File: src/hdl/imu_tilt_shake_gesture_detector_core_defines.svh
// Assertion macros shared by the gesture detector RTL
`ifndef IMU_TILT_SHAKE_GESTURE_DETECTOR_CORE_DEFINES_SVH
`define IMU_TILT_SHAKE_GESTURE_DETECTOR_CORE_DEFINES_SVH

`ifndef SYNTH
`define ITSG_ASSERT(lbl, clk, rstn, prop, msg) \
    lbl: assert property (@(posedge clk) disable iff (!rstn) (prop)) else $error(msg);
`define ITSG_ASSERT_NEXT(lbl, clk, rstn, ante, cons, msg) \
    lbl: assert property (@(posedge clk) disable iff (!rstn) (ante) |=> (cons)) else $error(msg);
`else
`define ITSG_ASSERT(lbl, clk, rstn, prop, msg)
`define ITSG_ASSERT_NEXT(lbl, clk, rstn, ante, cons, msg)
`endif

`endif

File: src/hdl/itsg_pkg.sv
// Types, widths and constants shared by the gesture detector
`default_nettype none

package itsg_pkg;

    localparam int ANGLE_W     = 16;
    localparam int ACCEL_W     = 16;
    localparam int RATE_W      = 16;
    localparam int TIME_W      = 32;
    localparam int REL_W       = 17;
    localparam int GEST_W      = 2;
    localparam int REFV_W      = 32;
    localparam int REF_FRAC    = 16;
    localparam int ONE_G       = 8192;
    localparam int EMA_WEIGHT  = 721;
    localparam int EMA_W       = 10;
    localparam int DIFF_W      = REFV_W + 1;
    localparam int PROD_W      = DIFF_W + EMA_W;
    localparam int SQ_W        = 31;
    localparam int SUM_W       = 32;
    localparam int BND_W       = 34;

    localparam int CFG_IDX_W   = 3;
    localparam int CFG_DATA_W  = 16;

    localparam int QPTR_W      = 2;
    localparam int QDEPTH      = 1 << QPTR_W;
    localparam int QCNT_W      = QPTR_W + 1;

    localparam logic [CFG_IDX_W-1:0] REG_TILT_THRESHOLD       = CFG_IDX_W'(0);
    localparam logic [CFG_IDX_W-1:0] REG_SHAKE_THRESHOLD      = CFG_IDX_W'(1);
    localparam logic [CFG_IDX_W-1:0] REG_COOLDOWN_TIME        = CFG_IDX_W'(2);
    localparam logic [CFG_IDX_W-1:0] REG_STILL_RATE_LIMIT     = CFG_IDX_W'(3);
    localparam logic [CFG_IDX_W-1:0] REG_STILL_NORM_TOLERANCE = CFG_IDX_W'(4);

    typedef enum logic [GEST_W-1:0] {
        GEST_NONE  = 2'd0,
        GEST_LEFT  = 2'd1,
        GEST_RIGHT = 2'd2,
        GEST_SHAKE = 2'd3
    } gesture_t;

    typedef struct packed {
        logic [14:0] tilt_threshold;
        logic [15:0] shake_threshold;
        logic [15:0] cooldown_time;
        logic [14:0] still_rate_limit;
        logic [12:0] still_norm_tolerance;
    } cfg_regs_t;

    localparam cfg_regs_t CFG_RESET = '{
        tilt_threshold:       15'd1280,
        shake_threshold:      16'd4096,
        cooldown_time:        16'd300,
        still_rate_limit:     15'd160,
        still_norm_tolerance: 13'd410
    };

    typedef struct packed {
        logic signed [ANGLE_W-1:0] pitch;
        logic signed [ANGLE_W-1:0] roll;
        logic [TIME_W-1:0]         now;
        logic                      still;
        logic                      shake;
    } q_entry_t;

endpackage

`default_nettype wire

File: src/hdl/itsg_queue.sv
// Short request queue between the front end and the back end
`default_nettype none

`include "imu_tilt_shake_gesture_detector_core_defines.svh"

module itsg_queue (
    input  logic                clk,
    input  logic                rst_n,
    input  logic                push_valid,
    output logic                push_ready,
    input  itsg_pkg::q_entry_t  push_data,
    output logic                pop_valid,
    input  logic                pop_ready,
    output itsg_pkg::q_entry_t  pop_data
);
    import itsg_pkg::*;

    q_entry_t            entries_reg [QDEPTH];
    logic [QPTR_W-1:0]   wr_ptr_reg;
    logic [QPTR_W-1:0]   rd_ptr_reg;
    logic [QCNT_W-1:0]   count_reg;
    logic                push;
    logic                pop;

    assign push_ready = count_reg != QCNT_W'(QDEPTH);
    assign pop_valid  = count_reg != '0;
    assign push       = push_valid && push_ready;
    assign pop        = pop_valid && pop_ready;
    assign pop_data   = entries_reg[rd_ptr_reg];

    always_ff @(posedge clk or negedge rst_n)
    begin
        if (!rst_n)
        begin
            wr_ptr_reg <= '0;
            rd_ptr_reg <= '0;
            count_reg  <= '0;
        end
        else
        begin
            if (push)
            begin
                wr_ptr_reg <= wr_ptr_reg + 1'b1;
            end
            if (pop)
            begin
                rd_ptr_reg <= rd_ptr_reg + 1'b1;
            end
            if (push && !pop)
            begin
                count_reg <= count_reg + 1'b1;
            end
            else if (pop && !push)
            begin
                count_reg <= count_reg - 1'b1;
            end
        end
    end

    always_ff @(posedge clk)
    begin
        if (push)
        begin
            entries_reg[wr_ptr_reg] <= push_data;
        end
    end

    `ITSG_ASSERT(a_count_bound, clk, rst_n, count_reg <= QCNT_W'(QDEPTH), "queue count beyond depth")
    `ITSG_ASSERT(a_ptr_count, clk, rst_n, QPTR_W'(wr_ptr_reg - rd_ptr_reg) == count_reg[QPTR_W-1:0], "queue pointers disagree with count")

endmodule

`default_nettype wire

File: config.mk
export PLATFORM = sky130hd
export DESIGN_NAME = itsg_queue
export DESIGN_NICKNAME = d
export VERILOG_FILES = /design/src/hdl/itsg_pkg.sv /design/src/hdl/itsg_queue.sv
export VERILOG_INCLUDE_DIRS = /design/src /design/src/hdl
export SDC_FILE = /design/constraint.sdc
export NUM_CORES = 1
export LEC_CHECK = 0
export BUFFER_PORTS_ARGS = -buffer_cell sky130_fd_sc_hd__buf_2
export CAP_MARGIN = 20
export CORE_ASPECT_RATIO = 1.4
export CORE_MARGIN = 5
export CORE_UTILIZATION = 51
export DETAILED_ROUTE_END_ITERATION = 16
export PLACE_DENSITY = 0.75
export SETUP_SLACK_MARGIN = 0.2
export SLEW_MARGIN = 20
export SYNTH_ARGS = -nofsm -noshare
export SYNTH_HDL_FRONTEND = slang
export SYNTH_SLANG_ARGS = --single-unit
File: constraint.sdc
create_clock -name clk -period 2.9 [get_ports clk]
set_input_delay 0.58 -clock clk [delete_from_list [all_inputs] [get_ports clk]]
set_output_delay 0.58 -clock clk [all_outputs]
set_load 0.005 [all_outputs]
### Yosys cells after proc, flatten, opt, wreduce, memory -nomap -nowiden

Memories as Yosys holds them, arrays and structs flattened.
Index checks and enable logic that the tools add are counted.

* equal/unequal tests: 1
* reduce and logical (&&, ||, !) cells: 8
* muxes and demuxes: 4
* add/subtract/negate cells: 4

Operators with widths (count)
* $mux W3: 2
* $add A2 B1 Y2 const B: 2
* $logic_and A1 B1 Y1: 4
* $add A3 B1 Y3 const B: 1
* $ne A3 B3 Y1 const B: 1
* $reduce_bool A3 Y1: 1
* $sub A3 B1 Y3 const B: 1
* $logic_not A1 Y1: 2
* $mux W1: 2
* $reduce_bool A2 Y1: 1

* memory bits (writable): 264
* output and inout bits: 68
* register bits after elaboration: 7
* memories: 1
* bits of input ports: 70

Memories
* entries_reg: depth 4, width 66, read ports 1, clocked after memory_dff 0, wr ports 1, line itsg_queue.sv:18 `q_entry_t entries_reg [QDEPTH];`

### Depth between registers and ports, before layout

* word-level depth: 6
* gate-level depth with buffers: 8

### Least setup slack after synthesis

No wires, ideal clock.

* path kind: input to register
* from: input port push_valid
* to: memory entries_reg[2][0] (netlist name) (enable)
* arrival time: 2.436 ns
* library setup time: 0.431 ns
* required time: 2.469 ns
* buffers on the path: 0
* stages: 2
* setup slack: 0.033 ns
* cell sequence: a21boi_2 and2_1

* longest elaborated chain between the ends: 3

RTL lines
* from (decl): line itsg_queue.sv:9 `input logic push_valid,`
* $logic_and A1 B1 Y1: line itsg_queue.sv:27 `assign push = push_valid && push_ready;`
* $mux W1: line itsg_queue.sv:62 `if (push)`
* $mux W1 (implied by the code): line itsg_queue.sv:64 `entries_reg[wr_ptr_reg] <= push_data;`
* to (decl): line itsg_queue.sv:18

Every way passes these cells.

==> out/qor.csv <==
stage;metric;value;unit
yosys;Main synth FF type;edfxtp_1;
detailed_routing;DRC Markers;0;
yosys;Syn Area/Cell;26.2;um^2
flow_run;max-cap viol count;0;
layout;max reg flops;264;
place;I/O Buffers;137;
yosys;Synth Cell Area;9950;um^2
clock_network;CTS sink cnt;271;
clock_network;clk root buf;clkbuf_16;
grt;vias in the first global route;5074;
power;leak pwr;4.11;nW
sta;clk_skew;0.0236;ns
min_path;hold crit path type;in -> reg;
sta;setup tns final;0;ns
sta;Worst-Margin Slew;0.455;ns
floorplan;Die Footprint;22500;um^2
yosys;FFs w/ async S/R, synth;0.0258;
critical_path;CP Max Fanout;35;
yosys;sequential fraction of the synthesis area;0.814;
yosys;Post-synth top cells;264 x edfxtp_1, 66 x mux4_2, 7 x dfrtp_1, 5 x ha_1;
sta;pins over their slew limit;0;
floorplan;Initial Util;0.518;
layout;final core area utilization;0.621;
clock_network;Longest Clk Path Bufs;3;
detailed_routing;Pre-Repair DR Iteration Count;6;
power;Max VDD drop;0.725;mV
clock_network;Resized Gates After CTS;0;
floorplan;IO Count;138;
yosys;cells after synthesis;380;
yosys;count leader, synth;edfxtp_1;
sta;Hold Violations, Final;0;
place;gpl congestion;0.730;
floorplan;Core Box Area;19200;um^2
grt;first-pass GRT wire length;29400;um
sta;minimum clock period after layout;2.59;ns
layout;fin area;11900;um^2
clock_network;H-tree Lvls;1;
detailed_routing;drt total wl;19000;um
yosys;number of flops mapped to enable cells by yosys;264;
sta;unrepaired setup endpoints after global routing;false;
grt;All-Layer GR Usage;0.172;
yosys;Yosys top cell area share;0.796;
sta;final setup vio count;0;
power;Tot Pwr;12.3;mW
detailed_routing;Vias;4509;
detailed_routing;DRT iter0 DRCs;406;
floorplan;DIE WIDTH;128;um
run_status;status;complete, no violations;
clock_network;CTS tree;yes;
critical_path;critical path startpoint category;flip-flop;
layout;Fill cells;1353;
sta;max_slew headroom;0.697;
detailed_routing;Avg WL per Cell;23.4;um
floorplan;Die Y;175;um
clock_network;clk_lat worst skew;0.52;ns
layout;Final nets;621;
yosys;synthesis-stage register bit count;271;
clock_network;clock-pin slew on the worst setup and hold paths;0.06;ns
detailed_routing;post-route ant nets;0;
power;pwr dens;1030;nW/um^2
grt;initial antenna violation count;7;
place;post-DP HPWL;11800;um
yosys;Synth area leaders;edfxtp_1 80%, mux4_2 15%, dfrtp_1 1.8%, ha_1 0.63%, buf_12 0.60%;
yosys;largest area contributor in the netlist;edfxtp_1;
yosys;number of synthesis warnings;0;
layout;share of layout cells above drive strength 1;0.471;
yosys;syn nets;456;
sta;Achievable Freq;0.387;GHz
critical_path;WS Path Type;reg -> out;
critical_path;critical path capture point type;output pin;
critical_path;CP required;2.32;ns
grt;largest net degree at the start of global routing;38;
sta;final period utilization;0.892;
layout;Multi-input gate area;1720;um^2
grt;gr ovfl total;0;
place;dpl cell area;11000;um^2
clock_network;cts bufs inserted;25;
detailed_routing;Via density;5.53;
layout;Layout area overhead;19.8;%
floorplan;row count;60;
layout;register area;8110;um^2
critical_path;data arrival time of the worst path;2.01;ns
yosys;library cells used by synthesis;20;
## through the flow
| stage | instances | worst slack [ns] | hold slack, ns |
|---|---|---|---|
| floorplan | 380 | 0.747 | 0.284 |
| global placement | 764 | 0.718 | 0.420 |
| detailed placement | 764 | 0.669 | 0.425 |
| CTS | 811 | 0.273 | 0.248 |
| global route | 815 | 0.230 | 0.255 |
| finish | 815 | 0.313 | 0.272 |
## worst max-delay path: stages (launching register included)
cell     delay, ns
dfrtp_4       0.45
buf_12        0.29
mux4_2        0.59
buf_2         0.16
## layout by cell type (no fill, tap or decap), drive strengths merged
cell type	n
xor2	2
nand3	1
and2	4
nor2	2
buf	152
a21boi	1
nand2	2
clkinv	10
dfrtp	7
ha	5
bufinv	6
inv	5
fa	1
diode	4
or3	1
clkbuf	27
mux4	66
xnor2	4
dlygate4sd3	1
edfxtp	264
mux2	2
## final timing paths
path,startpoint,end,slack [ns],cells after the start
max,rd_ptr_reg[0],pop_data[40],0.31,3
min,push_data[10],entries_reg[0][10],0.27,1
max reg2reg,count_reg[0],count_reg[2],0.81,8
min reg2reg,count_reg[2],count_reg[2],0.54,1
max in group asynchronous,rst_n,rd_ptr_reg[0],2.30,2
min in group asynchronous,rst_n,rd_ptr_reg[1],0.41,2
## cell type report
cell class                 count  area share
sequential                   271       0.680
multi-input combinational     91       0.144
timing repair buffer         153      0.0751
clock buffer                  27      0.0531
tap                          248      0.0260
clock inverter                18      0.0202
inverter                       3    0.000944
antenna                        4    0.000839
## where the power goes
| part | switching, mW | internal (mW) |
|---|---|---|
| clock network | 1.35 | 2.11 |
| registers | 0.279 | 5.18 |
| logic | 1.66 | 1.70 |
| total | 3.28 | 9.00 |
## timing repair
item                                    in CTS  in global routing
hold endpoints to repair                     7                  0
hold buffers                                 1                  0
endpoints found under the setup margin      20                  0
buffers inserted                             1                  0
## cells by family after synthesis
group	after synthesis	synth area share
xor gates and xnor gates	6	0.00528
and+or+nand+nor	10	0.00515
buffers and inverters	18	0.0145
AOI/OAI and AO/OA	1	0.00113
DFF	271	0.814
adders and majority gates	6	0.00830
muxes	68	0.152
## layer usage
layer,share of wire,vias to the layer above,GRT usage
li1,-,1969,-
met5,0.0018,-,0
met1,0.37,2387,0.211
met3,0.052,26,0.0304
met4,0.017,6,0.0544
met2,0.56,121,0.309
(Power assumes the default switching activity.)
