===== src/hdl/imu_tilt_shake_gesture_detector_core_defines.svh =====
// Assertion macros shared by the gesture detector RTL
`ifndef IMU_TILT_SHAKE_GESTURE_DETECTOR_CORE_DEFINES_SVH
`define IMU_TILT_SHAKE_GESTURE_DETECTOR_CORE_DEFINES_SVH

`ifndef SYNTH
`define ITSG_ASSERT(lbl, clk, rstn, prop, msg) \
    lbl: assert property (@(posedge clk) disable iff (!rstn) (prop)) else $error(msg);
`define ITSG_ASSERT_NEXT(lbl, clk, rstn, ante, cons, msg) \
    lbl: assert property (@(posedge clk) disable iff (!rstn) (ante) |=> (cons)) else $error(msg);
`else
`define ITSG_ASSERT(lbl, clk, rstn, prop, msg)
`define ITSG_ASSERT_NEXT(lbl, clk, rstn, ante, cons, msg)
`endif

`endif


===== src/hdl/itsg_pkg.sv =====
// Types, widths and constants shared by the gesture detector
`default_nettype none

package itsg_pkg;

    localparam int ANGLE_W     = 16;
    localparam int ACCEL_W     = 16;
    localparam int RATE_W      = 16;
    localparam int TIME_W      = 32;
    localparam int REL_W       = 17;
    localparam int GEST_W      = 2;
    localparam int REFV_W      = 32;
    localparam int REF_FRAC    = 16;
    localparam int ONE_G       = 8192;
    localparam int EMA_WEIGHT  = 721;
    localparam int EMA_W       = 10;
    localparam int DIFF_W      = REFV_W + 1;
    localparam int PROD_W      = DIFF_W + EMA_W;
    localparam int SQ_W        = 31;
    localparam int SUM_W       = 32;
    localparam int BND_W       = 34;

    localparam int CFG_IDX_W   = 3;
    localparam int CFG_DATA_W  = 16;

    localparam int QPTR_W      = 2;
    localparam int QDEPTH      = 1 << QPTR_W;
    localparam int QCNT_W      = QPTR_W + 1;

    localparam logic [CFG_IDX_W-1:0] REG_TILT_THRESHOLD       = CFG_IDX_W'(0);
    localparam logic [CFG_IDX_W-1:0] REG_SHAKE_THRESHOLD      = CFG_IDX_W'(1);
    localparam logic [CFG_IDX_W-1:0] REG_COOLDOWN_TIME        = CFG_IDX_W'(2);
    localparam logic [CFG_IDX_W-1:0] REG_STILL_RATE_LIMIT     = CFG_IDX_W'(3);
    localparam logic [CFG_IDX_W-1:0] REG_STILL_NORM_TOLERANCE = CFG_IDX_W'(4);

    typedef enum logic [GEST_W-1:0] {
        GEST_NONE  = 2'd0,
        GEST_LEFT  = 2'd1,
        GEST_RIGHT = 2'd2,
        GEST_SHAKE = 2'd3
    } gesture_t;

    typedef struct packed {
        logic [14:0] tilt_threshold;
        logic [15:0] shake_threshold;
        logic [15:0] cooldown_time;
        logic [14:0] still_rate_limit;
        logic [12:0] still_norm_tolerance;
    } cfg_regs_t;

    localparam cfg_regs_t CFG_RESET = '{
        tilt_threshold:       15'd1280,
        shake_threshold:      16'd4096,
        cooldown_time:        16'd300,
        still_rate_limit:     15'd160,
        still_norm_tolerance: 13'd410
    };

    typedef struct packed {
        logic signed [ANGLE_W-1:0] pitch;
        logic signed [ANGLE_W-1:0] roll;
        logic [TIME_W-1:0]         now;
        logic                      still;
        logic                      shake;
    } q_entry_t;

endpackage

`default_nettype wire


===== src/hdl/itsg_ifs.sv =====
// Sample, result and configuration channel interfaces
`default_nettype none

interface itsg_in_if;
    import itsg_pkg::*;
    logic                      valid;
    logic                      ready;
    logic signed [ANGLE_W-1:0] pitch_angle;
    logic signed [ANGLE_W-1:0] roll_angle;
    logic signed [ACCEL_W-1:0] accel_x;
    logic signed [ACCEL_W-1:0] accel_y;
    logic signed [ACCEL_W-1:0] accel_z;
    logic signed [RATE_W-1:0]  rate_x;
    logic signed [RATE_W-1:0]  rate_y;
    logic [TIME_W-1:0]         now_ms;

    modport source (
        output valid, pitch_angle, roll_angle, accel_x, accel_y, accel_z,
        output rate_x, rate_y, now_ms,
        input  ready
    );
    modport sink (
        input  valid, pitch_angle, roll_angle, accel_x, accel_y, accel_z,
        input  rate_x, rate_y, now_ms,
        output ready
    );
endinterface


`default_nettype wire


===== src/hdl/itsg_front.sv =====
// Front end: accept samples, form the squared norm and classify stillness and shake
`default_nettype none

module itsg_front (
    input  logic                 clk,
    input  logic                 rst_n,
    input  itsg_pkg::cfg_regs_t  cfg_regs,
    itsg_in_if.sink              samples,
    output logic                 push_valid,
    input  logic                 push_ready,
    output itsg_pkg::q_entry_t   push_data
);
    import itsg_pkg::*;

    typedef struct packed {
        logic [BND_W-1:0] still_lo_sq;
        logic [BND_W-1:0] still_hi_sq;
        logic [BND_W-1:0] shake_hi_sq;
        logic [BND_W-1:0] shake_lo_sq;
        logic             shake_lo_en;
    } bounds_t;

    logic                      s1_valid_reg;
    logic                      s2_valid_reg;
    logic                      s1_ready;
    logic                      s2_ready;
    logic                      take;

    logic [SQ_W-1:0]           s1_sqx_reg;
    logic [SQ_W-1:0]           s1_sqy_reg;
    logic [SQ_W-1:0]           s1_sqz_reg;
    logic signed [ANGLE_W-1:0] s1_pitch_reg;
    logic signed [ANGLE_W-1:0] s1_roll_reg;
    logic [TIME_W-1:0]         s1_now_reg;
    logic                      s1_rate_ok_reg;

    logic [SUM_W-1:0]          s2_sum_reg;
    logic signed [ANGLE_W-1:0] s2_pitch_reg;
    logic signed [ANGLE_W-1:0] s2_roll_reg;
    logic [TIME_W-1:0]         s2_now_reg;
    logic                      s2_rate_ok_reg;

    bounds_t                   bnd_reg;
    bounds_t                   bnd_next;

    logic signed [2*ACCEL_W-1:0] sqx;
    logic signed [2*ACCEL_W-1:0] sqy;
    logic signed [2*ACCEL_W-1:0] sqz;
    logic [RATE_W-1:0]           mag_x;
    logic [RATE_W-1:0]           mag_y;
    logic                        rate_ok;

    logic [13:0]       still_lo;
    logic [13:0]       still_hi;
    logic [16:0]       shake_hi;
    logic [13:0]       shake_lo;
    logic [27:0]       still_lo_sq;
    logic [27:0]       still_hi_sq;
    logic [33:0]       shake_hi_sq;
    logic [27:0]       shake_lo_sq;
    logic [BND_W-1:0]  sum_ext;

    assign s2_ready      = !s2_valid_reg || push_ready;
    assign s1_ready      = !s1_valid_reg || s2_ready;
    assign samples.ready = s1_ready;
    assign take          = samples.valid && s1_ready;

    assign sqx   = samples.accel_x * samples.accel_x;
    assign sqy   = samples.accel_y * samples.accel_y;
    assign sqz   = samples.accel_z * samples.accel_z;
    assign mag_x = samples.rate_x[RATE_W-1] ? (~samples.rate_x + 1'b1) : samples.rate_x;
    assign mag_y = samples.rate_y[RATE_W-1] ? (~samples.rate_y + 1'b1) : samples.rate_y;
    assign rate_ok = (mag_x < {1'b0, cfg_regs.still_rate_limit}) &&
                     (mag_y < {1'b0, cfg_regs.still_rate_limit});

    always_comb
    begin
        still_lo    = 14'(ONE_G) - {1'b0, cfg_regs.still_norm_tolerance};
        still_hi    = 14'(ONE_G) + {1'b0, cfg_regs.still_norm_tolerance};
        shake_hi    = 17'(ONE_G) + {1'b0, cfg_regs.shake_threshold};
        shake_lo    = 14'(ONE_G) - cfg_regs.shake_threshold[13:0];
        still_lo_sq = still_lo * still_lo;
        still_hi_sq = still_hi * still_hi;
        shake_hi_sq = shake_hi * shake_hi;
        shake_lo_sq = shake_lo * shake_lo;
        bnd_next.still_lo_sq = BND_W'(still_lo_sq);
        bnd_next.still_hi_sq = BND_W'(still_hi_sq);
        bnd_next.shake_hi_sq = shake_hi_sq;
        bnd_next.shake_lo_sq = BND_W'(shake_lo_sq);
        bnd_next.shake_lo_en = cfg_regs.shake_threshold < 16'(ONE_G);
    end

    always_ff @(posedge clk or negedge rst_n)
    begin
        if (!rst_n)
        begin
            s1_valid_reg <= 1'b0;
            s2_valid_reg <= 1'b0;
        end
        else
        begin
            if (s1_ready)
            begin
                s1_valid_reg <= samples.valid;
            end
            if (s2_ready)
            begin
                s2_valid_reg <= s1_valid_reg;
            end
        end
    end

    always_ff @(posedge clk)
    begin
        bnd_reg <= bnd_next;
        if (take)
        begin
            s1_sqx_reg     <= sqx[SQ_W-1:0];
            s1_sqy_reg     <= sqy[SQ_W-1:0];
            s1_sqz_reg     <= sqz[SQ_W-1:0];
            s1_pitch_reg   <= samples.pitch_angle;
            s1_roll_reg    <= samples.roll_angle;
            s1_now_reg     <= samples.now_ms;
            s1_rate_ok_reg <= rate_ok;
        end
        if (s2_ready && s1_valid_reg)
        begin
            s2_sum_reg     <= SUM_W'(s1_sqx_reg) + SUM_W'(s1_sqy_reg) + SUM_W'(s1_sqz_reg);
            s2_pitch_reg   <= s1_pitch_reg;
            s2_roll_reg    <= s1_roll_reg;
            s2_now_reg     <= s1_now_reg;
            s2_rate_ok_reg <= s1_rate_ok_reg;
        end
    end

    assign sum_ext = BND_W'(s2_sum_reg);

    always_comb
    begin
        push_data.pitch = s2_pitch_reg;
        push_data.roll  = s2_roll_reg;
        push_data.now   = s2_now_reg;
        push_data.still = s2_rate_ok_reg &&
                          (sum_ext > bnd_reg.still_lo_sq) &&
                          (sum_ext < bnd_reg.still_hi_sq);
        push_data.shake = (sum_ext > bnd_reg.shake_hi_sq) ||
                          (bnd_reg.shake_lo_en && (sum_ext < bnd_reg.shake_lo_sq));
    end

    assign push_valid = s2_valid_reg;

endmodule

`default_nettype wire


===== src/flat_wrapper.sv =====
// flat-port wrapper written by rule: the top's interface ports become plain ports
module itsg_front_flat import itsg_pkg::*;
  (clk, rst_n, cfg_regs, push_valid, push_ready, push_data, samples_valid, samples_pitch_angle, samples_roll_angle, samples_accel_x, samples_accel_y, samples_accel_z, samples_rate_x, samples_rate_y, samples_now_ms, samples_ready);
  itsg_in_if samples_i ();
  input  logic clk;
  input  logic rst_n;
  input  itsg_pkg::cfg_regs_t cfg_regs;
  output logic push_valid;
  input  logic push_ready;
  output itsg_pkg::q_entry_t push_data;
  input wire logic [$bits(samples_i.valid)-1:0] samples_valid;
  input wire logic [$bits(samples_i.pitch_angle)-1:0] samples_pitch_angle;
  input wire logic [$bits(samples_i.roll_angle)-1:0] samples_roll_angle;
  input wire logic [$bits(samples_i.accel_x)-1:0] samples_accel_x;
  input wire logic [$bits(samples_i.accel_y)-1:0] samples_accel_y;
  input wire logic [$bits(samples_i.accel_z)-1:0] samples_accel_z;
  input wire logic [$bits(samples_i.rate_x)-1:0] samples_rate_x;
  input wire logic [$bits(samples_i.rate_y)-1:0] samples_rate_y;
  input wire logic [$bits(samples_i.now_ms)-1:0] samples_now_ms;
  output wire logic [$bits(samples_i.ready)-1:0] samples_ready;
  assign samples_i.valid = samples_valid;
  assign samples_i.pitch_angle = samples_pitch_angle;
  assign samples_i.roll_angle = samples_roll_angle;
  assign samples_i.accel_x = samples_accel_x;
  assign samples_i.accel_y = samples_accel_y;
  assign samples_i.accel_z = samples_accel_z;
  assign samples_i.rate_x = samples_rate_x;
  assign samples_i.rate_y = samples_rate_y;
  assign samples_i.now_ms = samples_now_ms;
  assign samples_ready = samples_i.ready;
  itsg_front u_core (.clk(clk), .rst_n(rst_n), .cfg_regs(cfg_regs), .samples(samples_i), .push_valid(push_valid), .push_ready(push_ready), .push_data(push_data));
endmodule

===== config.mk =====
export PLATFORM = sky130hd
export DESIGN_NAME = itsg_front_flat
export DESIGN_NICKNAME = d
export VERILOG_FILES = /design/src/hdl/imu_tilt_shake_gesture_detector_core_defines.svh /design/src/hdl/itsg_pkg.sv /design/src/hdl/itsg_ifs.sv /design/src/hdl/itsg_front.sv /design/src/flat_wrapper.sv
export SDC_FILE = /design/constraint.sdc
export NUM_CORES = 2
export LEC_CHECK = 0
export BUFFER_PORTS_ARGS = -buffer_cell sky130_fd_sc_hd__buf_2
export CORE_MARGIN = 4
export CORE_UTILIZATION = 59
export DETAILED_ROUTE_END_ITERATION = 10
export PLACE_DENSITY = 0.76
export SETUP_SLACK_MARGIN = 0.2
export SYNTH_ARGS = -nofsm -noshare
export SYNTH_HDL_FRONTEND = slang
export SYNTH_SLANG_ARGS = --single-unit

===== constraint.sdc =====
create_clock -name clk -period 5.6 [get_ports clk]
set_input_delay 0.56 -clock clk [delete_from_list [all_inputs] [get_ports clk]]
set_output_delay 0.56 -clock clk [all_outputs]
set_load 0.05 [all_outputs]

**Yosys cells after proc, flatten, opt, wreduce, memory -nomap -nowiden**

Cells that the tools add are included.

- $add $sub $neg: 8
- Multipliers: 7
- Order comparisons: 7
- Mux-type cells: 2
- Bitwise operators: 2
- Reductions and logical operators: 11

Operators by type and width:

| operator | number |
|---|---|
| $mul 16x16->31 | 3 |
| $mul 14x14->28 | 3 |
| $lt 32x28->1 | 2 |
| $gt 32x34->1 | 1 |
| $mul 17x17->34 | 1 |
| $add 16x1->16 const B | 2 |
| $add 31x31->32 | 1 |
| $add 32x31->32 | 1 |
| $gt 32x28->1 | 1 |
| $lt 16x15->1 | 2 |
| $mux 16 | 2 |
| $not 16->16 | 2 |
| $add 14x16->17 const A | 1 |
| $lt 16x14->1 const B | 1 |
| $add 14x13->14 const A | 1 |
| $sub 14x13->14 const A | 1 |
| $sub 14x14->14 const A | 1 |
| $logic_and 1x1->1 | 6 |
| $logic_or 1x1->1 | 3 |
| $logic_not 1->1 | 2 |

- Register bits: 376
- Input port bits: 223
- Output and inout bits: 68
- Logic and storage cells: 56

**Depth between registers and ports, before layout**

- Depth after elaboration: 5
- Depth in mapped cells: 30
- Depth with buffers taken out: 29

**Least setup slack after synthesis**

Ideal clock, no wire load.

- Path kind: in2reg
- From: input cfg_regs[5] in the netlist's numbering
- To: register u_core.bnd_reg[130] in the netlist's numbering
- Setup time: 119 ps
- Arrival: 7317 ps
- Data required time: 5481 ps
- Slack: -1836 ps
- Stages: 29
- Buffers on the path: 1
- Cells stage by stage: clkbuf_1 -> nor4_4 -> nand2_2 -> or4_4 -> xnor2_1 -> clkinv_1 -> nand2_1 -> inv_1 -> fa_1 -> inv_1 -> fa_1 -> inv_1 -> fa_1 -> fa_1 -> fa_1 -> inv_1 -> fa_1 -> inv_1 -> ha_1 -> and4_1 -> nand3_1 -> a21oi_1 -> a2111oi_2 -> o31ai_1 -> nand2b_1 -> a31oi_1 -> o21a_1 -> nor2_1 -> xnor2_1

RTL lines:

| what | line | source |
|---|---|---|
| start: declaration | flat_wrapper.sv:7 | `input itsg_pkg::cfg_regs_t cfg_regs;` |
| end signal: assignment | itsg_front.sv:115 | `bnd_reg <= bnd_next;` |
| end: declaration | itsg_front.sv:43 | `bounds_t bnd_reg;` |

==> qor.txt <==
worst reg2reg path startpoint: u_core.s1_sqz_reg[10]
initial core utilization: 0.597
worst min path class: in2reg
DRC Markers: 0
Syn Area/Cell: 9.88 um2
Ports: 291
Root Buffer: clkbuf_16
Core Util, Final: 0.763
CTS tree: done
TritonCTS Buffers: 40
RSZ-0062 raised after global routing: yes
Synth Instances: 6725
Worst Path Arrival: 7.25 ns
Synth async-reset ratio: 0.00548
clock sink count: 365
commonest non-fill, non-tap cell in the layout: inv_1
FF+latch count, synth: 365
synth top area cells: fa_1 38%, ha_1 15%, edfxtp_1 11%
HP Start: samples_now_ms[30]
DIE AREA: 118000 um2
detailed placement HPWL: 140 mm
clk slew on worst S/H paths: 0.06 ns
grt total ovfl: 0
number of global-route vias before repair: 58400
main flop type after synthesis: edfxtp_1
Routed wire per std cell: 18.1 um
core area: 111000 um2
clock latency on the worst-skew pair: 0.60 ns
Die Span Y: 344 um
Seq/Total Area, Yosys: 0.148
largest area contributor in the netlist: fa_1
Fmax: 0.147 GHz
top cell type's share of synthesized area: 0.382
final worst path period need: 6.80 ns
Max-slew headroom: 0.353
period utilization: 1.21
row count: 122
Antenna Violating Nets Remaining: 0
required time of the critical path: 6.05 ns
PnR worst setup slack: -1.20 ns
CP Capture Type: flop
first-pass GRT wire length: 284 mm
Synth cell types: 95
Startpoint Class: input port
failing checks: setup timing
crit path from: cfg_regs[2]
DR vias/cell: 5.30
Buffers on Ports: 259
layout cells sized above 1: 0.281
initial antenna violation count: 5
Starting DRT DRC Count: 2947
Mapped Area: 66400 um2
H-tree Lvls: 2
Worst Tran Pin Value: 0.970 ns
area growth from synthesis to layout: 27.8%
Final Max Slew Viols: 0
GP Congestion: 0.910
status: complete, but fails checks
largest net degree at the start of global routing: 156
Nets: 10500
Detailed Route WL: 176 mm
Post-synth EDFFs: 252
max-cap violation count: 0
Die X: 344 um
max reg flops: 111
Critical Path Fanout Max: 3
clock skew: 0.0265 ns
Hold Violations, Final: 0
Max Root-Sink Buffers: 3
vias post-DR: 51500
most frequent cells in the layout: 1716 x inv_1, 1216 x fa_1, 1128 x buf_4, 716 x ha_1, 400 x nand2_1
Total GRT Usage: 0.300
drt first pass iters: 8
Setup Crit Path Kind: in2reg
Syn. warnings: 0
endpoints failing setup: 70
number of fill cells: 6907
-- synth_stat cells (37+ instances only) --
cell type,instances
o21a_1,37
xnor2_1,242
o21ai_0,94
a21o_1,144
and2_1,225
edfxtp_1,252
a21oi_1,203
dfxtp_1,111
nand3_1,42
clkbuf_1,121
inv_1,1817
xor2_1,80
fa_1,1266
nand2_1,462
nor2_1,305
ha_1,794
nor2b_1,47
nand2b_1,55
-- timing repair --
item | in CTS | in global routing
pin swaps | 277 | 203
gates resized for setup | 469 | 306
cloned | 2 | 1
hold buffers | 1 | 0
buffers inserted | 115 | 67
endpoints found under the setup margin | 100 | 109
hold endpoints to repair | 2 | 0
-- critical path, cell delays in order --
cell and delay (ns):
buf_8 0.10, nor4_4 0.32, nand2_2 0.10, or4_4 0.54, buf_6 0.15, nor3_4 0.15, xnor2_2 0.17, clkinv_4 0.10
nand2_4 0.09, buf_6 0.09, fa_1 0.42, fa_1 0.53, inv_2 0.04, fa_1 0.51, fa_1 0.44, fa_1 0.49
fa_1 0.51, ha_4 0.19, buf_6 0.12, a211oi_4 0.16, o211ai_1 0.16, o2111ai_2 0.24, a21boi_2 0.11, o41ai_2 0.28
o21ai_2 0.13, nor4_4 0.32, a21oi_2 0.07, xor2_1 0.16
-- final cells by class --
type,instances,area [um2],share of cell area
diodes,2,5.00,0.0000590
clock buffers,48,1090,0.0129
clock inverters,25,280,0.00330
inverters,1839,7020,0.0827
multi-input cells,4406,52600,0.620
flip-flops and latches,365,9840,0.116
well taps,1488,1860,0.0219
repair buffers,1534,12200,0.143
-- metal layers --
metal	global-route usage	wire length (um)	vias to the layer above
met5	0	21	-
met4	0.124	8990	4
met3	0.0369	9090	569
met2	0.559	94400	1529
met1	0.349	63400	25900
li1	-	-	23500
-- through the flow --
| stage | setup TNS (ns) | hold slack (ns) | setup WS, ns | cells | instance area, um2 |
|---|---|---|---|---|---|
| detailed placement | -95.05 | 0.347 | -1.88 | 9446 | 78900 |
| CTS | -18.51 | 0.116 | -1.16 | 9637 | 83100 |
| global placement | -83.19 | 0.345 | -1.68 | 9446 | 78900 |
| global route | -39.89 | 0.122 | -1.41 | 9707 | 84900 |
| finish | -26.57 | 0.147 | -1.20 | 9707 | 84900 |
| floorplan | -33.60 | 0.264 | -1.41 | 6736 | 68500 |
-- final timing paths --
kind	end	slack, ns	depth (start not counted)
max	u_core.bnd_reg[129]	-1.20	28
min	u_core.s1_now_reg[30]	0.15	1
max reg2reg	u_core.s2_sum_reg[29]	1.75	10
min reg2reg	u_core.s2_roll_reg[6]	0.42	0
max in group asynchronous	u_core.s1_valid_reg	5.22	2
min in group asynchronous	u_core.push_valid	0.28	2
-- kinds of logic (layout without fill, tap and decap cells) --
group                    after synthesis  after routing  share of synthesized area
XOR/XNOR                             329            329                     0.0443
AND/OR/NAND/NOR                     1326           1326                     0.0965
other                                  2             15                   0.000113
flip-flops                           365            365                      0.148
AO/OA/AOI/OAI                        670            670                     0.0670
adder cells (fa/ha/maj)             2060           2060                      0.531
buffers and inverters               1965           3446                      0.111
multiplexers                           8              8                    0.00130
Power is left out: the tool's default activity adds up to more than one toggle a clock period on the data nets, which glitch-free logic cannot reach.
