===== src/hdl/imu_tilt_shake_gesture_detector_core_defines.svh =====
// Assertion macros shared by the gesture detector RTL
`ifndef IMU_TILT_SHAKE_GESTURE_DETECTOR_CORE_DEFINES_SVH
`define IMU_TILT_SHAKE_GESTURE_DETECTOR_CORE_DEFINES_SVH

`ifndef SYNTH
`define ITSG_ASSERT(lbl, clk, rstn, prop, msg) \
    lbl: assert property (@(posedge clk) disable iff (!rstn) (prop)) else $error(msg);
`define ITSG_ASSERT_NEXT(lbl, clk, rstn, ante, cons, msg) \
    lbl: assert property (@(posedge clk) disable iff (!rstn) (ante) |=> (cons)) else $error(msg);
`else
`define ITSG_ASSERT(lbl, clk, rstn, prop, msg)
`define ITSG_ASSERT_NEXT(lbl, clk, rstn, ante, cons, msg)
`endif

`endif


===== src/hdl/itsg_pkg.sv =====
// Types, widths and constants shared by the gesture detector
`default_nettype none

package itsg_pkg;

    localparam int ANGLE_W     = 16;
    localparam int ACCEL_W     = 16;
    localparam int RATE_W      = 16;
    localparam int TIME_W      = 32;
    localparam int REL_W       = 17;
    localparam int GEST_W      = 2;
    localparam int REFV_W      = 32;
    localparam int REF_FRAC    = 16;
    localparam int ONE_G       = 8192;
    localparam int EMA_WEIGHT  = 721;
    localparam int EMA_W       = 10;
    localparam int DIFF_W      = REFV_W + 1;
    localparam int PROD_W      = DIFF_W + EMA_W;
    localparam int SQ_W        = 31;
    localparam int SUM_W       = 32;
    localparam int BND_W       = 34;

    localparam int CFG_IDX_W   = 3;
    localparam int CFG_DATA_W  = 16;

    localparam int QPTR_W      = 2;
    localparam int QDEPTH      = 1 << QPTR_W;
    localparam int QCNT_W      = QPTR_W + 1;

    localparam logic [CFG_IDX_W-1:0] REG_TILT_THRESHOLD       = CFG_IDX_W'(0);
    localparam logic [CFG_IDX_W-1:0] REG_SHAKE_THRESHOLD      = CFG_IDX_W'(1);
    localparam logic [CFG_IDX_W-1:0] REG_COOLDOWN_TIME        = CFG_IDX_W'(2);
    localparam logic [CFG_IDX_W-1:0] REG_STILL_RATE_LIMIT     = CFG_IDX_W'(3);
    localparam logic [CFG_IDX_W-1:0] REG_STILL_NORM_TOLERANCE = CFG_IDX_W'(4);

    typedef enum logic [GEST_W-1:0] {
        GEST_NONE  = 2'd0,
        GEST_LEFT  = 2'd1,
        GEST_RIGHT = 2'd2,
        GEST_SHAKE = 2'd3
    } gesture_t;

    typedef struct packed {
        logic [14:0] tilt_threshold;
        logic [15:0] shake_threshold;
        logic [15:0] cooldown_time;
        logic [14:0] still_rate_limit;
        logic [12:0] still_norm_tolerance;
    } cfg_regs_t;

    localparam cfg_regs_t CFG_RESET = '{
        tilt_threshold:       15'd1280,
        shake_threshold:      16'd4096,
        cooldown_time:        16'd300,
        still_rate_limit:     15'd160,
        still_norm_tolerance: 13'd410
    };

    typedef struct packed {
        logic signed [ANGLE_W-1:0] pitch;
        logic signed [ANGLE_W-1:0] roll;
        logic [TIME_W-1:0]         now;
        logic                      still;
        logic                      shake;
    } q_entry_t;

endpackage

`default_nettype wire


===== src/hdl/itsg_ifs.sv =====
// Sample, result and configuration channel interfaces
`default_nettype none


interface itsg_out_if;
    import itsg_pkg::*;
    logic                    valid;
    logic                    ready;
    logic [GEST_W-1:0]       gesture;
    logic signed [REL_W-1:0] relative_pitch;
    logic signed [REL_W-1:0] relative_roll;

    modport source (output valid, gesture, relative_pitch, relative_roll, input ready);
    modport sink (input valid, gesture, relative_pitch, relative_roll, output ready);
endinterface


`default_nettype wire


===== src/hdl/itsg_back.sv =====
// Back end: track references, form relative angles and decide the gesture
`default_nettype none

`include "imu_tilt_shake_gesture_detector_core_defines.svh"

module itsg_back (
    input  logic                clk,
    input  logic                rst_n,
    input  itsg_pkg::cfg_regs_t cfg_regs,
    input  logic                pop_valid,
    output logic                pop_ready,
    input  itsg_pkg::q_entry_t  pop_data,
    itsg_out_if.source          results
);
    import itsg_pkg::*;

    localparam logic signed [PROD_W-1:0] EMA_MUL  = PROD_W'(EMA_WEIGHT);
    localparam logic signed [PROD_W-1:0] HALF_LSB = PROD_W'(1) <<< (REF_FRAC - 1);

    function automatic logic signed [REFV_W-1:0] ema_next(
        input logic signed [REFV_W-1:0]  cur,
        input logic signed [ANGLE_W-1:0] ang
    );
        logic signed [DIFF_W-1:0] diff;
        logic signed [PROD_W-1:0] prod;
        logic signed [PROD_W-1:0] step;
        diff = $signed({ang[ANGLE_W-1], ang, REF_FRAC'(0)}) - $signed({cur[REFV_W-1], cur});
        prod = diff * EMA_MUL;
        step = (prod + HALF_LSB) >>> REF_FRAC;
        return cur + step[REFV_W-1:0];
    endfunction

    function automatic logic signed [REL_W:0] rel_angle(
        input logic signed [REFV_W-1:0]  cur,
        input logic signed [ANGLE_W-1:0] ang
    );
        logic signed [REFV_W:0]  rsum;
        logic signed [REL_W-1:0] rnd;
        rsum = $signed({cur[REFV_W-1], cur}) + $signed((REFV_W + 1)'(1 << (REF_FRAC - 1)));
        rnd  = rsum[REFV_W:REF_FRAC];
        return $signed((REL_W + 1)'(ang)) - $signed({rnd[REL_W-1], rnd});
    endfunction

    logic                       b1_valid_reg;
    logic                       out_valid_reg;
    logic signed [REFV_W-1:0]   pitch_ref_reg;
    logic signed [REFV_W-1:0]   roll_ref_reg;
    gesture_t                   prev_gesture_reg;
    logic [TIME_W-1:0]          prev_time_reg;

    logic signed [ANGLE_W-1:0]  b1_pitch_reg;
    logic signed [ANGLE_W-1:0]  b1_roll_reg;
    logic [TIME_W-1:0]          b1_now_reg;
    logic                       b1_shake_reg;

    gesture_t                   gesture_reg;
    logic signed [REL_W-1:0]    pitch_delta_reg;
    logic signed [REL_W-1:0]    roll_delta_reg;

    logic                       out_ready;
    logic                       pop_fire;
    logic                       out_load;
    logic signed [REL_W:0]      pitch_delta;
    logic signed [REL_W:0]      roll_delta;
    logic signed [REL_W:0]      thr_pos;
    logic signed [REL_W:0]      thr_neg;
    logic [TIME_W-1:0]          elapsed;
    logic                       cooled;
    gesture_t                   detected;
    gesture_t                   gesture_next;
    gesture_t                   prev_gesture_next;
    logic [TIME_W-1:0]          prev_time_next;

    assign out_ready = !out_valid_reg || results.ready;
    assign pop_ready = !b1_valid_reg || out_ready;
    assign pop_fire  = pop_valid && pop_ready;
    assign out_load  = b1_valid_reg && out_ready;

    assign pitch_delta = rel_angle(pitch_ref_reg, b1_pitch_reg);
    assign roll_delta  = rel_angle(roll_ref_reg, b1_roll_reg);
    assign thr_pos   = $signed((REL_W + 1)'(cfg_regs.tilt_threshold));
    assign thr_neg   = -thr_pos;
    assign elapsed   = b1_now_reg - prev_time_reg;
    assign cooled    = elapsed > TIME_W'(cfg_regs.cooldown_time);

    always_comb
    begin
        if (pitch_delta > thr_pos)
        begin
            detected = GEST_RIGHT;
        end
        else if (pitch_delta < thr_neg)
        begin
            detected = GEST_LEFT;
        end
        else if (b1_shake_reg)
        begin
            detected = GEST_SHAKE;
        end
        else
        begin
            detected = GEST_NONE;
        end

        gesture_next      = GEST_NONE;
        prev_gesture_next = prev_gesture_reg;
        prev_time_next    = prev_time_reg;
        if (detected == GEST_NONE)
        begin
            prev_gesture_next = GEST_NONE;
        end
        else if ((detected != prev_gesture_reg) && cooled)
        begin
            gesture_next      = detected;
            prev_gesture_next = detected;
            prev_time_next    = b1_now_reg;
        end
    end

    always_ff @(posedge clk or negedge rst_n)
    begin
        if (!rst_n)
        begin
            b1_valid_reg     <= 1'b0;
            out_valid_reg    <= 1'b0;
            pitch_ref_reg    <= '0;
            roll_ref_reg     <= '0;
            prev_gesture_reg <= GEST_NONE;
            prev_time_reg    <= '0;
        end
        else
        begin
            if (pop_ready)
            begin
                b1_valid_reg <= pop_valid;
            end
            if (out_ready)
            begin
                out_valid_reg <= b1_valid_reg;
            end
            if (pop_fire && pop_data.still)
            begin
                pitch_ref_reg <= ema_next(pitch_ref_reg, pop_data.pitch);
                roll_ref_reg  <= ema_next(roll_ref_reg, pop_data.roll);
            end
            if (out_load)
            begin
                prev_gesture_reg <= prev_gesture_next;
                prev_time_reg    <= prev_time_next;
            end
        end
    end

    always_ff @(posedge clk)
    begin
        if (pop_fire)
        begin
            b1_pitch_reg <= pop_data.pitch;
            b1_roll_reg  <= pop_data.roll;
            b1_now_reg   <= pop_data.now;
            b1_shake_reg <= pop_data.shake;
        end
        if (out_load)
        begin
            gesture_reg     <= gesture_next;
            pitch_delta_reg <= pitch_delta[REL_W-1:0];
            roll_delta_reg  <= roll_delta[REL_W-1:0];
        end
    end

    assign results.valid          = out_valid_reg;
    assign results.gesture        = gesture_reg;
    assign results.relative_pitch = pitch_delta_reg;
    assign results.relative_roll  = roll_delta_reg;

    `ITSG_ASSERT_NEXT(a_prev_follows_emit, clk, rst_n, out_load, (gesture_reg == GEST_NONE) || (prev_gesture_reg == gesture_reg), "emitted gesture not recorded as previous")
    `ITSG_ASSERT_NEXT(a_ref_hold, clk, rst_n, !(pop_fire && pop_data.still), $stable(pitch_ref_reg) && $stable(roll_ref_reg), "reference moved without a still request")

endmodule

`default_nettype wire

===== src/flat_wrapper.sv =====
// flat-port wrapper written by rule: the top's interface ports become plain ports
module itsg_back_flat import itsg_pkg::*;
  (clk, rst_n, cfg_regs, pop_valid, pop_ready, pop_data, results_valid, results_gesture, results_relative_pitch, results_relative_roll, results_ready);
  itsg_out_if results_i ();
  input  logic clk;
  input  logic rst_n;
  input  itsg_pkg::cfg_regs_t cfg_regs;
  input  logic pop_valid;
  output logic pop_ready;
  input  itsg_pkg::q_entry_t pop_data;
  output wire logic [$bits(results_i.valid)-1:0] results_valid;
  output wire logic [$bits(results_i.gesture)-1:0] results_gesture;
  output wire logic [$bits(results_i.relative_pitch)-1:0] results_relative_pitch;
  output wire logic [$bits(results_i.relative_roll)-1:0] results_relative_roll;
  input wire logic [$bits(results_i.ready)-1:0] results_ready;
  assign results_valid = results_i.valid;
  assign results_gesture = results_i.gesture;
  assign results_relative_pitch = results_i.relative_pitch;
  assign results_relative_roll = results_i.relative_roll;
  assign results_i.ready = results_ready;
  itsg_back u_core (.clk(clk), .rst_n(rst_n), .cfg_regs(cfg_regs), .pop_valid(pop_valid), .pop_ready(pop_ready), .pop_data(pop_data), .results(results_i));
endmodule

===== config.mk =====
export PLATFORM = sky130hd
export DESIGN_NAME = itsg_back_flat
export DESIGN_NICKNAME = d
export VERILOG_FILES = /design/src/hdl/itsg_pkg.sv /design/src/hdl/itsg_ifs.sv /design/src/hdl/itsg_back.sv /design/src/flat_wrapper.sv
export VERILOG_INCLUDE_DIRS = /design/src /design/src/hdl
export SDC_FILE = /design/constraint.sdc
export NUM_CORES = 1
export LEC_CHECK = 0
export BUFFER_PORTS_ARGS = -buffer_cell sky130_fd_sc_hd__buf_4
export CAP_MARGIN = 20
export CORE_AREA = 2 2 230 232
export CTS_BUF_LIST = sky130_fd_sc_hd__clkbuf_4 sky130_fd_sc_hd__clkbuf_8
export CTS_CLUSTER_DIAMETER = 30
export CTS_CLUSTER_SIZE = 25
export DETAILED_ROUTE_END_ITERATION = 8
export DIE_AREA = 0 0 232 234
export GPL_ROUTABILITY_DRIVEN = 0
export GPL_TIMING_DRIVEN = 0
export PLACE_DENSITY = 0.73
export SLEW_MARGIN = 15
export SYNTH_ARGS = -nofsm -noshare
export SYNTH_HDL_FRONTEND = slang
export SYNTH_SLANG_ARGS = --single-unit

===== constraint.sdc =====
create_clock -name clk -period 24.7 [get_ports clk]
set_clock_uncertainty 0.15 [all_clocks]
set_input_delay 4.94 -clock clk [delete_from_list [all_inputs] [get_ports clk]]
set_output_delay 4.94 -clock clk [all_outputs]
set_load 0.05 [all_outputs]

Word-level counts from Yosys, hierarchy flattened. Index checks and enable logic that the tools add are counted.

Flip-flop bits (word level): 201. Input bits: 145. Output and inout port bits: 38. Logic and storage cells: 51.

Add/sub/neg operators: 12. Multipliers: 2. Magnitude comparators: 3. Equal/unequal tests: 1. Mux-type cells: 5. Bitwise gates (word level): 2. Reductions and logical operators: 13.

Operators by type and width (count): $add A43 B17 Y43 const B (2); $mul A33 B11 Y43 const B (2); $add A32 B17 Y33 const B (2); $sub A32 B32 Y33 (2); $add A32 B32 Y32 (2); $gt A32 B16 Y1 (1); $sub A32 B32 Y32 (1); $gt A18 B16 Y1 (1); $lt A18 B18 Y1 (1); $neg A15 Y18 (1); $sub A16 B17 Y18 (1); $sub A16 B17 Y17 (1); $mux W2 (5); $logic_and A1 B1 Y1 (4); $reduce_and A3 Y1 (1); $logic_not A1 Y1 (2); $logic_not A2 Y1 (1); $logic_or A1 B1 Y1 (2); $ne A2 B2 Y1 (1); $not A1 Y1 (2); $reduce_and A2 Y1 (1); $reduce_bool A2 Y1 (1); $reduce_or A2 Y1 (1).

Depth between registers and ports, before layout.
Word-level depth: 9. Depth in mapped cells: 41. Gate-level depth less buffers: 41.

Worst setup path after synthesis. Ideal clock, no wire load.

Path type: input-to-reg. Start: in pop_data[36] in the netlist's numbering. End: reg u_core.roll_ref_reg[31]. Setup time: 0.141 ns. Arrival time: 13.366 ns. Data required time: 24.409 ns. Setup slack: 11.043 ns. Stages on the path: 38. Path buffers: 0. Cells stage by stage: ha_1 a21oi_1 a31oi_1 nand2_1 a31oi_1 o21ai_0 nand2b_1 a2111oi_0 nor3_1 and4_1 a2111oi_2 o21ai_0 a31oi_1 ha_1 ha_1 fa_1 inv_1 fa_1 [2 not listed] ha_1 nand2_1 nor2_1 o21ai_0 a21oi_1 o21a_1 nor2_1 ha_1 nand2_1 a21oi_1 nand2_1 o21ai_0 a41oi_1 a211oi_2 nor3_1 and3_1 a2111oi_0 nand4_1.

Longest elaborated chain between the ends: 4.

RTL lines: start: declaration (line flat_wrapper.sv:10) `input itsg_pkg::q_entry_t pop_data;`; $sub A32 B32 Y33 (line itsg_back.sv:27) `diff = $signed({ang[ANGLE_W-1], ang, REF_FRAC'(0)}) - $signed({cur[REFV_W-1], cur});`; $mul A33 B11 Y43 (line itsg_back.sv:28) `prod = diff * EMA_MUL;`; $add A43 B17 Y43 (line itsg_back.sv:29) `step = (prod + HALF_LSB) >>> REF_FRAC;`; $add A32 B32 Y32 (line itsg_back.sv:30) `return cur + step[REFV_W-1:0];`; end signal: assignment (line itsg_back.sv:144) `roll_ref_reg <= ema_next(roll_ref_reg, pop_data.roll);`; end: declaration (line itsg_back.sv:47) `logic signed [REFV_W-1:0] roll_ref_reg;`.

Every way passes these cells. A chain may end at the register's enable or synchronous reset.

Worst setup path in the final report. Same ends and word-level chain as after synthesis.

==> reports/results.txt <==
Kind of end point of the critical path: register
IO buf count: 138
CP max-delay cell: a31oi_2
Num rows: 84
Ys async rst share: 0.498
Mapped Cells: 3,035
H-tree levels: 2
Post-synthesis sequential area ratio: 0.196
Clock latency on the worst-skew pair: 640 ps
Width of the die: 232 um
Startpoint types: input port
GRT overflow: 0
Synthesis-to-layout area growth: 12.2%
Root Buffer: clkbuf_8
HP Class: register to register
Multi-input gate area: 0.0205 sq mm
Pins over their slew limit: 0
Layout fillers: 4,363
Rel. slew slack: 0.318
HPWL after detailed placement: 53,200 um
I/O Pins: 183
DRC violations left: 0
Worst stage delay on the critical path: 810 ps
Primary FF master, synth: edfxtp_1
Routed len/inst: 16.5 um
Vias in the first global route: 23,300
Slew @ Worst Pin: 1020 ps
CTS sink cnt: 201
Final min period: 14,330 ps
Netlist cell types: 91
Chip height: 234 um
Post-Route Setup TNS: 0 ps
Largest net degree at the start of global routing: 101
Core Area: 0.0520 sq mm
Routed wire length: 65,400 um
Initial DRC Count: 1,069
CTS Buf Count: 55
Most common cell after layout, fill and taps aside: ha_1
Post-CTS sizing: 0
Setup Crit Path Kind: input port to register
# setup viols final: 0
Reg area: 0.00554 sq mm
Number of synthesized flops with an enable pin: 101
Final Cycle Share: 0.580
Mapped Area: 0.0282 sq mm
DRT Pass-1 Iters: 4
RSZ-0062 raised after global routing: false
Worst Path Arrival: 14,670 ps
Mapped Avg Cell Area: 9.29 sq um
CTS tree: built
CTS clk-pin slew, worst paths: 60 ps
Achievable Freq: 0.0698 GHz
Via count: 22,200
Hold violation count in the final report: 0
Global-route wire length before repair: 109,000 um
Yosys reg bits: 201
Net count reported at finish: 4,111
Synth warn: 0
Initial Util: 0.542
Share of layout cells above drive strength 1: 0.0958
Global Route Usage Sum: 0.245
Antenna violations before repair: 0
Status: finished, final reports clean
Post-CTS Setup Bufs: 0
Syn Nets: 3,914
Crit path top cell by count: ha_1
Ant diodes: 0
MaxCap Viol Count: 0
Cts hold-fix bufs: 0
Vias per cell: 5.61
Max FO, Critical Path: 15
Commonest cells after routing, fill and taps aside: 537 x ha_1, 535 x inv_1, 197 x fa_1, 166 x nand2_1, 162 x xnor2_1
ANT nets after route: 0
Clock buffer depth: 3
DIE AREA: 0.0543 sq mm
Req. time, crit path: 25,040 ps
cells by family after synthesis:
kind of cell	Yosys count	share of synthesized area
AOI/OAI and AO/OA	571	0.130
xor gates and xnor gates	261	0.0820
adders and majority gates	734	0.378
buffers and inverters	560	0.0763
DFF	201	0.196
muxes	38	0.0191
and+or+nand+nor	670	0.118
worst max-delay path: cells and delay by family:
kind,cells,cell delay (ps)
buffers and inverters,3,220
XOR/XNOR,1,530
AO/OA/AOI/OAI,13,3940
adder cells (fa/ha/maj),8,3320
AND/OR/NAND/NOR,13,1710
metrics by stage:
stage,hold slack [ps],utilization,setup WS [ps],instances,cell area (sq um)
CTS,347,0.608,10550,3966,31600
detailed placement,326,0.579,9910,3863,30100
floorplan,307,-,11040,3035,28200
global route,368,0.608,9650,3966,31600
global placement,322,0.578,9830,3861,30100
finish,350,0.608,10370,3966,31600
Yosys cell counts, types with 4 or more instances:
cell type | instances | area [sq um]
a2111oi_0 | 14 | 123
a211o_1 | 4 | 35.0
a211oi_1 | 15 | 113
a21boi_0 | 6 | 45.0
a21o_1 | 70 | 526
a21oi_1 | 157 | 786
a221oi_1 | 4 | 35.0
a31o_2 | 4 | 35.0
a31oi_1 | 16 | 100
a41oi_1 | 7 | 61.3
and2_1 | 27 | 169
and3_1 | 25 | 156
and4_1 | 8 | 70.1
clkbuf_1 | 17 | 63.8
dfrtp_1 | 100 | 2500
edfxtp_1 | 101 | 3030
fa_1 | 197 | 3940
ha_1 | 537 | 6720
inv_1 | 536 | 2010
mux2_2 | 6 | 67.6
mux2_4 | 30 | 450
nand2_1 | 166 | 623
nand2b_1 | 33 | 206
nand3_1 | 71 | 355
nand4_1 | 26 | 163
nor2_1 | 150 | 563
nor2b_1 | 36 | 225
nor3_1 | 66 | 330
nor3b_1 | 5 | 37.5
nor4_1 | 11 | 68.8
o2111ai_1 | 4 | 35.0
o211ai_1 | 7 | 52.6
o21a_1 | 38 | 285
o21ai_0 | 149 | 746
o21ai_1 | 5 | 25.0
o21bai_1 | 15 | 113
o221ai_1 | 4 | 35.0
o31ai_1 | 10 | 75.1
or2_2 | 6 | 37.5
or3_1 | 15 | 93.8
or4_1 | 7 | 52.6
xnor2_1 | 162 | 1420
xor2_1 | 97 | 850
final timing paths:
path	from	end	slack [ps]	cells after the start
setup / recovery	pop_data[36]	u_core.roll_ref_reg[31]$_DFFE_PN0P_	10370	38
hold / removal	u_core.b1_valid_reg$_DFFE_PN0N_	u_core.results.valid$_DFFE_PN0P_	350	1
setup reg to reg	u_core.roll_ref_reg[0]$_DFFE_PN0P_	u_core.roll_ref_reg[31]$_DFFE_PN0P_	13890	38
hold reg to reg	u_core.b1_valid_reg$_DFFE_PN0N_	u_core.results.valid$_DFFE_PN0P_	350	1
max in group asynchronous	rst_n	u_core.pitch_ref_reg[13]$_DFFE_PN0P_	19380	1
min in group asynchronous	rst_n	u_core.prev_time_reg[1]$_DFFE_PN0P_	4280	1
per-layer routing:
layer,track usage,wire [um],vias to the layer above
met1,0.293,27700,10800
met2,0.452,33200,461
li1,-,-,10800
met3,0.0292,2530,131
met5,0,0,-
met4,0.0829,1970,0
final cells by class:
class,instances,share of cell area
multi-input cells,2274,0.649
repair buffers,140,0.0344
plain buffers,23,0.00431
clock buffers,66,0.0271
inverters,537,0.0638
clock inverters,37,0.0193
flip-flops and latches,201,0.175
well taps,688,0.0272
Power is not shown: default switching activity piles up to over one toggle a cycle in this logic, so the estimate is an artifact.
